<file path="src/sv/tcw_pkg.sv">
// Shared constants and types of the text console character writer.
// No dependencies; used by tcw_cursor, the top level, the checker and the testbench.
package tcw_pkg;

  localparam int TCW_COLUMNS = 80;
  localparam int TCW_ROWS    = 25;

  localparam logic [2:0] OP_PUT       = 3'd0;
  localparam logic [2:0] OP_CLEAR     = 3'd1;
  localparam logic [2:0] OP_SET       = 3'd2;
  localparam logic [2:0] OP_SCROLL_UP = 3'd3;
  localparam logic [2:0] OP_SCROLL_DN = 3'd4;
  localparam logic [2:0] OP_READ      = 3'd5;

  localparam logic [7:0] CH_BS         = 8'h08;
  localparam logic [7:0] CH_TAB        = 8'h09;
  localparam logic [7:0] CH_LF         = 8'h0A;
  localparam logic [7:0] CH_CR         = 8'h0D;
  localparam logic [7:0] CH_SPACE      = 8'h20;
  localparam logic [7:0] CH_LAST_PRINT = 8'h7F;

  localparam logic [7:0]  ATTR_RESET = 8'h07;
  localparam logic [15:0] CELL_RESET = 16'h0720;

  // Control flags handed from the cursor logic to the sequencer.
  typedef struct packed {
    logic wr;      // write one cell for this character
    logic scroll;  // row ran past the last one
  } put_ctl_t;

endpackage

</file>
<file path="src/sv/tcw_cursor.sv">
// Cursor update for one put-character item: next row and column, and the cell to write.
// Depends on tcw_pkg.
module tcw_cursor import tcw_pkg::*; #(
  parameter int ROWS    = TCW_ROWS,
  parameter int COLUMNS = TCW_COLUMNS,
  localparam int RW  = $clog2(ROWS + 1),
  localparam int CLW = $clog2(COLUMNS + 8),
  localparam int AW  = $clog2(ROWS * COLUMNS)
) (
  input  logic [RW-1:0]  row,
  input  logic [CLW-1:0] col,
  input  logic [7:0]     char_code,
  input  logic [7:0]     attr,
  output logic [RW-1:0]  row_next,
  output logic [CLW-1:0] col_next,
  output logic [AW-1:0]  wr_addr,
  output logic [15:0]    wr_data,
  output put_ctl_t       ctl
);

  logic [AW-1:0]  base;
  logic [CLW-1:0] col_tab;
  logic [CLW-1:0] col_inc;

  assign base    = AW'(row) * AW'(COLUMNS);
  assign col_tab = (col + CLW'(8)) & ~CLW'(7);
  assign col_inc = col + CLW'(1);

  always_comb begin
    row_next = row;
    col_next = col;
    wr_addr  = base + AW'(col);
    wr_data  = {attr, char_code};
    ctl      = '0;
    if (char_code == CH_LF) begin
      col_next = '0;
      row_next = row + RW'(1);
    end else if (char_code == CH_CR) begin
      col_next = '0;
    end else if (char_code == CH_TAB) begin
      if (int'(col_tab) >= COLUMNS) begin
        col_next = '0;
        row_next = row + RW'(1);
      end else begin
        col_next = col_tab;
      end
    end else if (char_code == CH_BS) begin
      // Backspace blanks the cell it steps back onto.
      if (col != '0) begin
        col_next = col - CLW'(1);
        wr_addr  = base + AW'(col - CLW'(1));
        wr_data  = {attr, CH_SPACE};
        ctl.wr   = 1'b1;
      end
    end else if (char_code >= CH_SPACE && char_code <= CH_LAST_PRINT) begin
      ctl.wr = 1'b1;
      if (int'(col_inc) >= COLUMNS) begin
        col_next = '0;
        row_next = row + RW'(1);
      end else begin
        col_next = col_inc;
      end
    end
    ctl.scroll = int'(row_next) >= ROWS;
  end

endmodule

</file>
<file path="config.mk">
export PLATFORM = sky130hd
export DESIGN_NAME = tcw_cursor
export DESIGN_NICKNAME = d
export VERILOG_FILES = /design/src/sv/tcw_pkg.sv /design/src/sv/tcw_cursor.sv
export SDC_FILE = /design/constraint.sdc
export NUM_CORES = 1
export LEC_CHECK = 0
export BUFFER_PORTS_ARGS = -buffer_cell sky130_fd_sc_hd__buf_2
export CORE_ASPECT_RATIO = 1.25
export CORE_MARGIN = 2
export CORE_UTILIZATION = 56
export DETAILED_ROUTE_END_ITERATION = 12
export GPL_TIMING_DRIVEN = 0
export MAX_ROUTING_LAYER = met4
export PLACE_DENSITY = 0.9
export SETUP_SLACK_MARGIN = 0.05
export SYNTH_ARGS = -nofsm -noshare
export SYNTH_HDL_FRONTEND = slang
export SYNTH_SLANG_ARGS = --single-unit
</file>
<file path="constraint.sdc">
create_clock -name vclk -period 4.05
set_input_delay 0.405 -clock vclk [all_inputs]
set_output_delay 0.405 -clock vclk [all_outputs]
set_load 0.02 [all_outputs]
</file>
==> results.ini, run 1 <==
[run_status]
status = finished clean

[worst_setup_path]
path_max_fanout = 7
cp-end-kind = output port
cp-startpoint = col[0]
crit_type = input port to output port
cp.required_ns = 3.64
startpoint_type = input port
arrival_ns = 3.27

[hold_path]
min_path_type = input port to output port
hp-start = attr[5]

[drt]
vias = 1940
postRouteAntennaNets = 0
dr.pass1.iters = 4
wl_mm = 4.43
drc_errors = 0
drt-initial-drc-count = 46
wl_per_cell_um = 13.0
viasPerCell = 5.71

[global_routing]
grt_pass1_vias = 1682
grt_use_met3 = 0.0112
gr-usage-met1 = 0.329
grt_use_total = 0.258
use_met2 = 0.455
grt_most_used_layer = met2
grt_max_degree = 11
globalRouteOverflowTotal = 0
grt_pass1_wl_mm = 7.20
antenna_found_initial = 0

[sta]
worst_slew_pin_slew_ns = 0.538
final.setup.worst_slack_ns = 0.375
drv_slew = 0
fmax_mhz = 272
rsz0062_at_grt = no
fin_crit_sh = 0.907
layout_min_cycle_time_ns = 3.67
fin_tns_setup_ns = 0
finalHoldViolCount = 0
setup-violations-final = 0
max-slew-margin-rel = 0.639

[synth]
yosys.area.top_type = ha_1
yosys-top-cells-count = nand2_1, ha_1, a21oi_1
synthTopCellsByArea = ha_1, xnor2_1, nand2_1
netlist_instances = 244
yosysWarnings = 0
synth_fp_nets = 296
synth_most_common_cell = nand2_1
synth_top_area_share = 0.149
netlist-cell-type-count = 56
seq_area_frac_synth = 0
syn_area_um2 = 1770
syn-mean-instance-area_um2 = 7.25

[power_and_ir_drop]
power_leakage_nw = 1.02
p_per_area_nw_per_um2 = 143
peakVddDrop_mv = 0.134

[die]
row_count = 22
start_util = 0.595
dieArea_um2 = 3630
coreArea_um2 = 2970
die-width_um = 54.3
io_pins = 69
die_y_um = 66.8

[placement]
place_area_um2 = 2110
routabilityCongestion = 0.903
place.detailed.hpwl_mm = 3.68
io_buffers = 60
pre_cts_slack_ns = 0.426

[layout]
n_antenna_cell = 0
layout-drive-gt1-share = 0.309
fin_util = 0.711
register_area_um2 = 0
final_cell_area_um2 = 2110
nNetsFinal = 358
nClkBuffers = 0
syn_to_final_growth_pct = 19.5
nFillCells = 274
seq_cells = 0

[run]
maxCapViolCount = 0

[clock_network]
cts_resized = 0
post-cts-setup-buffers = 0
hold_buffers = 0

power by group:
part	switching [mW]	leakage [nW]	internal [mW]	total, mW
clock	0	0	0	0
combinational	0.182	1.02	0.121	0.303
sequential	0	0	0	0
total	0.182	1.02	0.121	0.303
area by class of cell:
class	instances	area, um2	share of cell area
multi-input combinational	205	1570	0.744
timing repair buffer	60	300	0.142
buffer	25	144	0.0681
inverter	14	52.6	0.0249
tap	36	45.0	0.0213
per-stage QoR:
step | hold slack (ns) | power, mW | std cells
floorplan | 0.923 | 0.218 | 244
global placement | 1.03 | 0.293 | 340
detailed placement | 1.03 | 0.300 | 340
CTS | 1.03 | 0.302 | 340
global route | 1.03 | 0.333 | 340
finish | 1.03 | 0.303 | 340
final timing paths:
kind	to	depth (start not counted)
setup / recovery	wr_addr[10]	14
hold / removal	wr_data[13]	2
routing by layer:
metal / vias up / share of wire
li1: 988 / -
met2: 48 / 0.50
met4: 0 / 0.0088
met3: 4 / 0.038
met5: - / 0
met1: 900 / 0.45
cell usage in the layout, fill, tap and decap left out, drive strengths merged, types with 3 or more instances in the layout:
cell and n:
o211ai 4, nor3 7, nand3 11, nand2b 3, buf 77, and2 9
xor2 8, nand2 27, nand4 7, a21oi 15, clkbuf 8, o21ai 21
mux2i 3, ha 21, a21o 4, xnor2 13, nor2b 5, nor2 11
fa 3, inv 14, a31oi 6
critical path: stages:
cell and delay [ns]:
buf_2 0.16, inv_1 0.10, ha_1 0.22, nor3b_4 0.37
nand2_1 0.26, nand2_1 0.12, ha_1 0.25, nor2b_1 0.14
o21ai_1 0.21, a21oi_1 0.12, or3_1 0.37, and2_1 0.16
o211ai_1 0.17, buf_2 0.19
cell families (layout without fill, tap and decap cells):
logic type               after synthesis  after routing  share of synthesized area
XOR/XNOR                              21             21                      0.108
AND/OR/NAND/NOR                       90             90                      0.308
multiplexers                           4              4                     0.0255
AO/OA/AOI/OAI                         66             66                      0.265
buffers and inverters                 39             99                      0.111
adder cells (fa/ha/maj)               24             24                      0.183
No activity file was read; power rests on OpenSTA's default activity.
==> inputs of run 2 (changes only) <==
--- a/config.mk
+++ b/config.mk
@@ -6,13 +6,14 @@
 export NUM_CORES = 1
 export LEC_CHECK = 0
 export BUFFER_PORTS_ARGS = -buffer_cell sky130_fd_sc_hd__buf_2
-export CORE_ASPECT_RATIO = 1.25
-export CORE_MARGIN = 2
+export CORE_ASPECT_RATIO = 2
+export CORE_MARGIN = 4
 export CORE_UTILIZATION = 56
 export DETAILED_ROUTE_END_ITERATION = 12
 export GPL_TIMING_DRIVEN = 0
 export MAX_ROUTING_LAYER = met4
 export PLACE_DENSITY = 0.9
+export REMOVE_ABC_BUFFERS = 1
 export SETUP_SLACK_MARGIN = 0.05
 export SYNTH_ARGS = -nofsm -noshare
 export SYNTH_HDL_FRONTEND = slang
==> run 2 against run 1 <==
Compared with the run above: critical path depth increased by 1; largest cell class unchanged; critical endpoint unchanged; non-clock buffer count decreased by 32; critical path type unchanged; setup slack improved by 0.025 ns.
==> results.ini, run 2 (synthesis results as in run 1) <==
[sta]
max-slew-margin-rel = 0.566  ; was 0.639
layout_min_cycle_time_ns = 3.65  ; was 3.67 ns
rsz0062_at_grt = no  ; unchanged
finalHoldViolCount = 0  ; unchanged
fmax_mhz = 274  ; was 272 MHz
setup-violations-final = 0  ; unchanged
fin_tns_setup_ns = 0  ; unchanged
fin_crit_sh = 0.901  ; was 0.907
worst_slew_pin_slew_ns = 0.644  ; was 0.538 ns
drv_slew = 0  ; unchanged
whs_ns = 0.810  ; was 1.03 ns

[clock_network]
cts_resized = 0  ; unchanged
hold_buffers = 0  ; unchanged
post-cts-setup-buffers = 0  ; unchanged

[power_and_ir_drop]
peakVddDrop_mv = 0.113  ; was 0.134 mV
power_leakage_nw = 0.914  ; was 1.02 nW
p_per_area_nw_per_um2 = 147  ; was 143 nW/um2

[layout]
final_common_cell = buf_2  ; unchanged
multi_input_area_um2 = 1570  ; unchanged
final_cell_area_um2 = 1930  ; was 2110 um2
layout_common_cells = buf_2, nand2_1, ha_1  ; unchanged
nClkBuffers = 0  ; unchanged
seq_cells = 0  ; unchanged
register_area_um2 = 0  ; unchanged
stdcell_count = 302  ; was 340
syn_to_final_growth_pct = 8.99  ; was 19.5%
n_antenna_cell = 0  ; unchanged
nFillCells = 291  ; was 274
nNetsFinal = 326  ; was 358
layout-drive-gt1-share = 0.257  ; was 0.309

[placement]
dp_cells = 302  ; was 340
io_buffers = 53  ; was 60
routabilityCongestion = 0.903  ; unchanged
place.detailed.hpwl_mm = 4.02  ; was 3.68 mm
place_area_um2 = 1930  ; was 2110 um2

[worst_setup_path]
arrival_ns = 3.24  ; was 3.27 ns
path_max_fanout = 7  ; unchanged
cp-end-kind = output port  ; unchanged
path_cells = buf_2 > inv_1 > ha_1 > nor3b_4 > xnor2_1 > ha_1 > inv_1 > fa_1 > nor2b_1 > o21ai_1 > a21oi_1 > o21ai_0 > and2_1 > o211ai_1 > buf_2  ; was buf_2 > inv_1 > ha_1 > nor3b_4 > nand2_1 > nand2_1 > ha_1 > nor2b_1 > o21ai_1 > a21oi_1 > or3_1 > and2_1 > o211ai_1 > buf_2
crit_type = input port to output port  ; unchanged
crit_buf_inv = 4  ; was 3
slowest_stage = fa_1  ; was nor3b_4
startpoint_type = input port  ; unchanged
cp.required_ns = 3.64  ; about the same
crit_family = adder cells  ; was simple AND/OR/NAND/NOR gates
max_stage_delay_ns = 0.43  ; was 0.37 ns

[die]
die-width_um = 47.7  ; was 54.3 um
start_util = 0.587  ; was 0.595
die_y_um = 87.5  ; was 66.8 um
row_count = 28  ; was 22
io_pins = 69  ; unchanged
coreArea_um2 = 3010  ; was 2970 um2
dieArea_um2 = 4170  ; was 3630 um2

[drt]
wl_per_cell_um = 15.7  ; was 13.0 um
dr.pass1.iters = 4  ; unchanged
vias = 1866  ; was 1940
wl_mm = 4.73  ; was 4.43 mm
drt-initial-drc-count = 42  ; was 46
postRouteAntennaNets = 0  ; unchanged
drc_errors = 0  ; unchanged
viasPerCell = 6.18  ; was 5.71

[run_status]
status = finished clean  ; unchanged

[run]
maxCapViolCount = 0  ; unchanged

[hold_path]
holdPathStages = 0  ; was 2
min_to = wr_data[9]  ; was wr_data[13]
min_path_type = input port to output port  ; unchanged
hp-start = attr[1]  ; was attr[5]

[global_routing]
grt_pass1_vias = 1738  ; was 1682
grt_pass1_wl_mm = 7.49  ; was 7.20 mm
globalRouteOverflowTotal = 0  ; unchanged
grt_max_degree = 19  ; was 11
grt_use_total = 0.240  ; was 0.258
antenna_found_initial = 0  ; unchanged

run 2: how the worst max path moves through the flow:
stage                       end  cells after the start   start  slack (ns)
floorplan           wr_addr[10]                      9  row[1]        0.78
global placement    wr_addr[10]                     15  col[0]        0.46
detailed placement  wr_addr[10]                     15  col[0]        0.42
CTS                 wr_addr[10]                     15  col[0]        0.41
global route        wr_addr[10]                     15  col[0]        0.13
finish              wr_addr[10]                     15  col[0]        0.40
run 2: through the flow:
step	power, mW	setup WS (ns)	util
floorplan	0.187	0.780	-
global placement	0.275	0.462	0.640
detailed placement	0.283	0.421	0.640
CTS	0.284	0.405	0.640
global route	0.311	0.127	0.640
finish	0.283	0.400	0.640
run 2: cell type report:
| class | count | area share |
|---|---|---|
| tap | 30 | 0.0195 |
| multi-input combinational | 205 | 0.816 |
| inverter | 14 | 0.0273 |
| timing repair buffer | 53 | 0.138 |
run 2: power by group:
part / total [mW] / switching [mW] / internal (mW) / leakage, nW
Clock: 0 / 0 / 0 / 0
Sequential: 0 / 0 / 0 / 0
Combinational: 0.283 / 0.175 / 0.109 / 0.914
run 2: per-layer routing:
| layer | global-route usage | vias to the layer above | part of all wire |
|---|---|---|---|
| met1 | 0.240 | 866 | 0.34 |
| met4 | 0.0858 | 0 | 0.041 |
| met3 | 0.0455 | 13 | 0.057 |
| met2 | 0.428 | 66 | 0.57 |
| li1 | - | 921 | - |
| met5 | - | - | 0 |
==> inputs of run 3 (changes only) <==
--- a/config.mk
+++ b/config.mk
@@ -8,11 +8,11 @@
 export BUFFER_PORTS_ARGS = -buffer_cell sky130_fd_sc_hd__buf_2
 export CORE_ASPECT_RATIO = 2
 export CORE_MARGIN = 4
-export CORE_UTILIZATION = 56
+export CORE_UTILIZATION = 45
 export DETAILED_ROUTE_END_ITERATION = 12
 export GPL_TIMING_DRIVEN = 0
 export MAX_ROUTING_LAYER = met4
-export PLACE_DENSITY = 0.9
+export PLACE_DENSITY = 0.75
 export REMOVE_ABC_BUFFERS = 1
 export SETUP_SLACK_MARGIN = 0.05
 export SYNTH_ARGS = -nofsm -noshare
==> run 3 against run 2 <==
Compared with the run above: routed wire length rose by 0.76%; critical path depth did not move; via count fell by 3.2%; critical path type unchanged; largest cell class unchanged.
==> results.ini, run 3 (synthesis results as in run 1) <==
[layout]
seq_cells = 0  ; unchanged
n_antenna_cell = 0  ; unchanged
layout-drive-gt1-share = 0.257  ; unchanged
fin_util = 0.508  ; was 0.640
final_common_cell = buf_2  ; unchanged
layout_common_cells = buf_2, nand2_1, ha_1  ; unchanged
nFillCells = 411  ; was 291
nNetsFinal = 326  ; unchanged
syn_to_final_growth_pct = 10.5  ; was 8.99%
register_area_um2 = 0  ; unchanged
nClkBuffers = 0  ; unchanged

[power_and_ir_drop]
clockPowerShare = 0  ; about the same
power_leakage_nw = 0.914  ; unchanged
p_seq_frac = 0  ; about the same
p_per_area_nw_per_um2 = 145  ; was 147 nW/um2
peakVddDrop_mv = 0.107  ; was 0.113 mV
internal-power_mw = 0.109  ; about the same
combPwrFrac = 1.000  ; about the same
p_switching_mw = 0.175  ; about the same
swShare = 0.616  ; was 0.617

[die]
dieArea_um2 = 5060  ; was 4170 um2
coreArea_um2 = 3840  ; was 3010 um2
start_util = 0.460  ; was 0.587
row_count = 32  ; was 28
die_y_um = 96.6  ; was 87.5 um
die-width_um = 52.3  ; was 47.7 um
io_pins = 69  ; unchanged

[run_status]
status = finished clean  ; unchanged

[global_routing]
grt_pass1_vias = 1816  ; was 1738
grt_pass1_wl_mm = 8.24  ; was 7.49 mm
grt_max_degree = 19  ; unchanged
antenna_found_initial = 0  ; unchanged
grt_use_total = 0.206  ; was 0.240
globalRouteOverflowTotal = 0  ; unchanged

[drt]
wl_mm = 4.77  ; was 4.73 mm
dr.pass1.iters = 4  ; unchanged
viasPerCell = 5.59  ; was 6.18
vias = 1806  ; was 1866
drt-initial-drc-count = 34  ; was 42
wl_per_cell_um = 14.8  ; was 15.7 um
postRouteAntennaNets = 0  ; unchanged
drc_errors = 0  ; unchanged

[clock_network]
cts_resized = 0  ; unchanged
post-cts-setup-buffers = 0  ; unchanged
hold_buffers = 0  ; unchanged

[placement]
pre_cts_slack_ns = 0.362  ; was 0.421 ns
routabilityCongestion = 0.859  ; was 0.903
place.detailed.hpwl_mm = 4.06  ; was 4.02 mm
io_buffers = 53  ; unchanged

[sta]
fin_tns_setup_ns = 0  ; unchanged
layout_min_cycle_time_ns = 3.69  ; was 3.65 ns
rsz0062_at_grt = no  ; unchanged
drv_slew = 0  ; unchanged
final.setup.worst_slack_ns = 0.363  ; was 0.400 ns
setup-violations-final = 0  ; unchanged
whs_ns = 0.810  ; about the same
worst_slew_pin_slew_ns = 0.594  ; was 0.644 ns
fmax_mhz = 271  ; was 274 MHz
max-slew-margin-rel = 0.604  ; was 0.566
fin_crit_sh = 0.910  ; was 0.901
finalHoldViolCount = 0  ; unchanged

[hold_path]
min_path_type = input port to output port  ; unchanged
hp-start = attr[4]  ; was attr[1]
holdPathStages = 0  ; unchanged
min_to = wr_data[12]  ; was wr_data[9]

[worst_setup_path]
startpoint_type = input port  ; unchanged
path_max_fanout = 7  ; unchanged
slowest_stage = nor3b_4  ; was fa_1
max_stage_delay_ns = 0.37  ; was 0.43 ns
cp-end-kind = output port  ; unchanged
path_cells = buf_2 > inv_1 > ha_1 > nor3b_4 > nand3_1 > nand2_1 > nand2_1 > ha_1 > nor2b_1 > o21ai_1 > a21oi_1 > or3_1 > and2_1 > o211ai_1 > buf_2  ; was buf_2 > inv_1 > ha_1 > nor3b_4 > xnor2_1 > ha_1 > inv_1 > fa_1 > nor2b_1 > o21ai_1 > a21oi_1 > o21ai_0 > and2_1 > o211ai_1 > buf_2
crit_type = input port to output port  ; unchanged
arrival_ns = 3.28  ; was 3.24 ns
cp.required_ns = 3.64  ; about the same

[run]
maxCapViolCount = 0  ; unchanged

run 3: layout make-up:
type | instances | area [um2] | area share
inverters | 14 | 52.6 | 0.0269
well taps | 51 | 63.8 | 0.0327
multi-input cells | 205 | 1570 | 0.805
repair buffers | 53 | 265 | 0.136
run 3: worst max-delay path: cells and delay by family:
kind	cells	cell delay (ns)
adder cells (fa/ha/maj)	2	0.55
AND/OR/NAND/NOR	7	1.36
AO/OA/AOI/OAI	3	0.49
buffers and inverters	3	0.46
run 3: worst max path at each step:
| stage | from | end | slack [ns] | cells past startpoint |
|---|---|---|---|---|
| after floorplan | row[1] | wr_addr[10] | 0.78 | 9 |
| after detailed placement | col[0] | wr_addr[10] | 0.36 | 15 |
| after global routing | col[0] | wr_addr[10] | 0.09 | 15 |
| final | col[0] | wr_addr[10] | 0.36 | 15 |
| after global placement | col[0] | wr_addr[10] | 0.42 | 15 |
| after CTS | col[0] | wr_addr[10] | 0.36 | 15 |
run 3: power by group through the flow:
stage                     combinational (mW)  sequential (mW)  clock [mW]
after CTS                              0.285                0           0
after global routing                   0.316                0           0
after detailed placement               0.284                0           0
final                                  0.283                0           0
after global placement                 0.279                0           0
after floorplan                        0.187                0           0
run 3: metrics by stage:
step                      instances  instance area [um2]  power (mW)
after CTS                       323                 1950       0.285
after detailed placement        323                 1950       0.284
after global placement          323                 1950       0.279
after global routing            323                 1950       0.316
after floorplan                 219                 1620       0.187
final                           323                 1950       0.283
run 3: per-layer routing:
metal  global-route usage  routed length [um]
met3               0.0231                 160
met5                    -                   0
met2                0.382                2720
met4               0.0768                 221
met1                0.206                1670
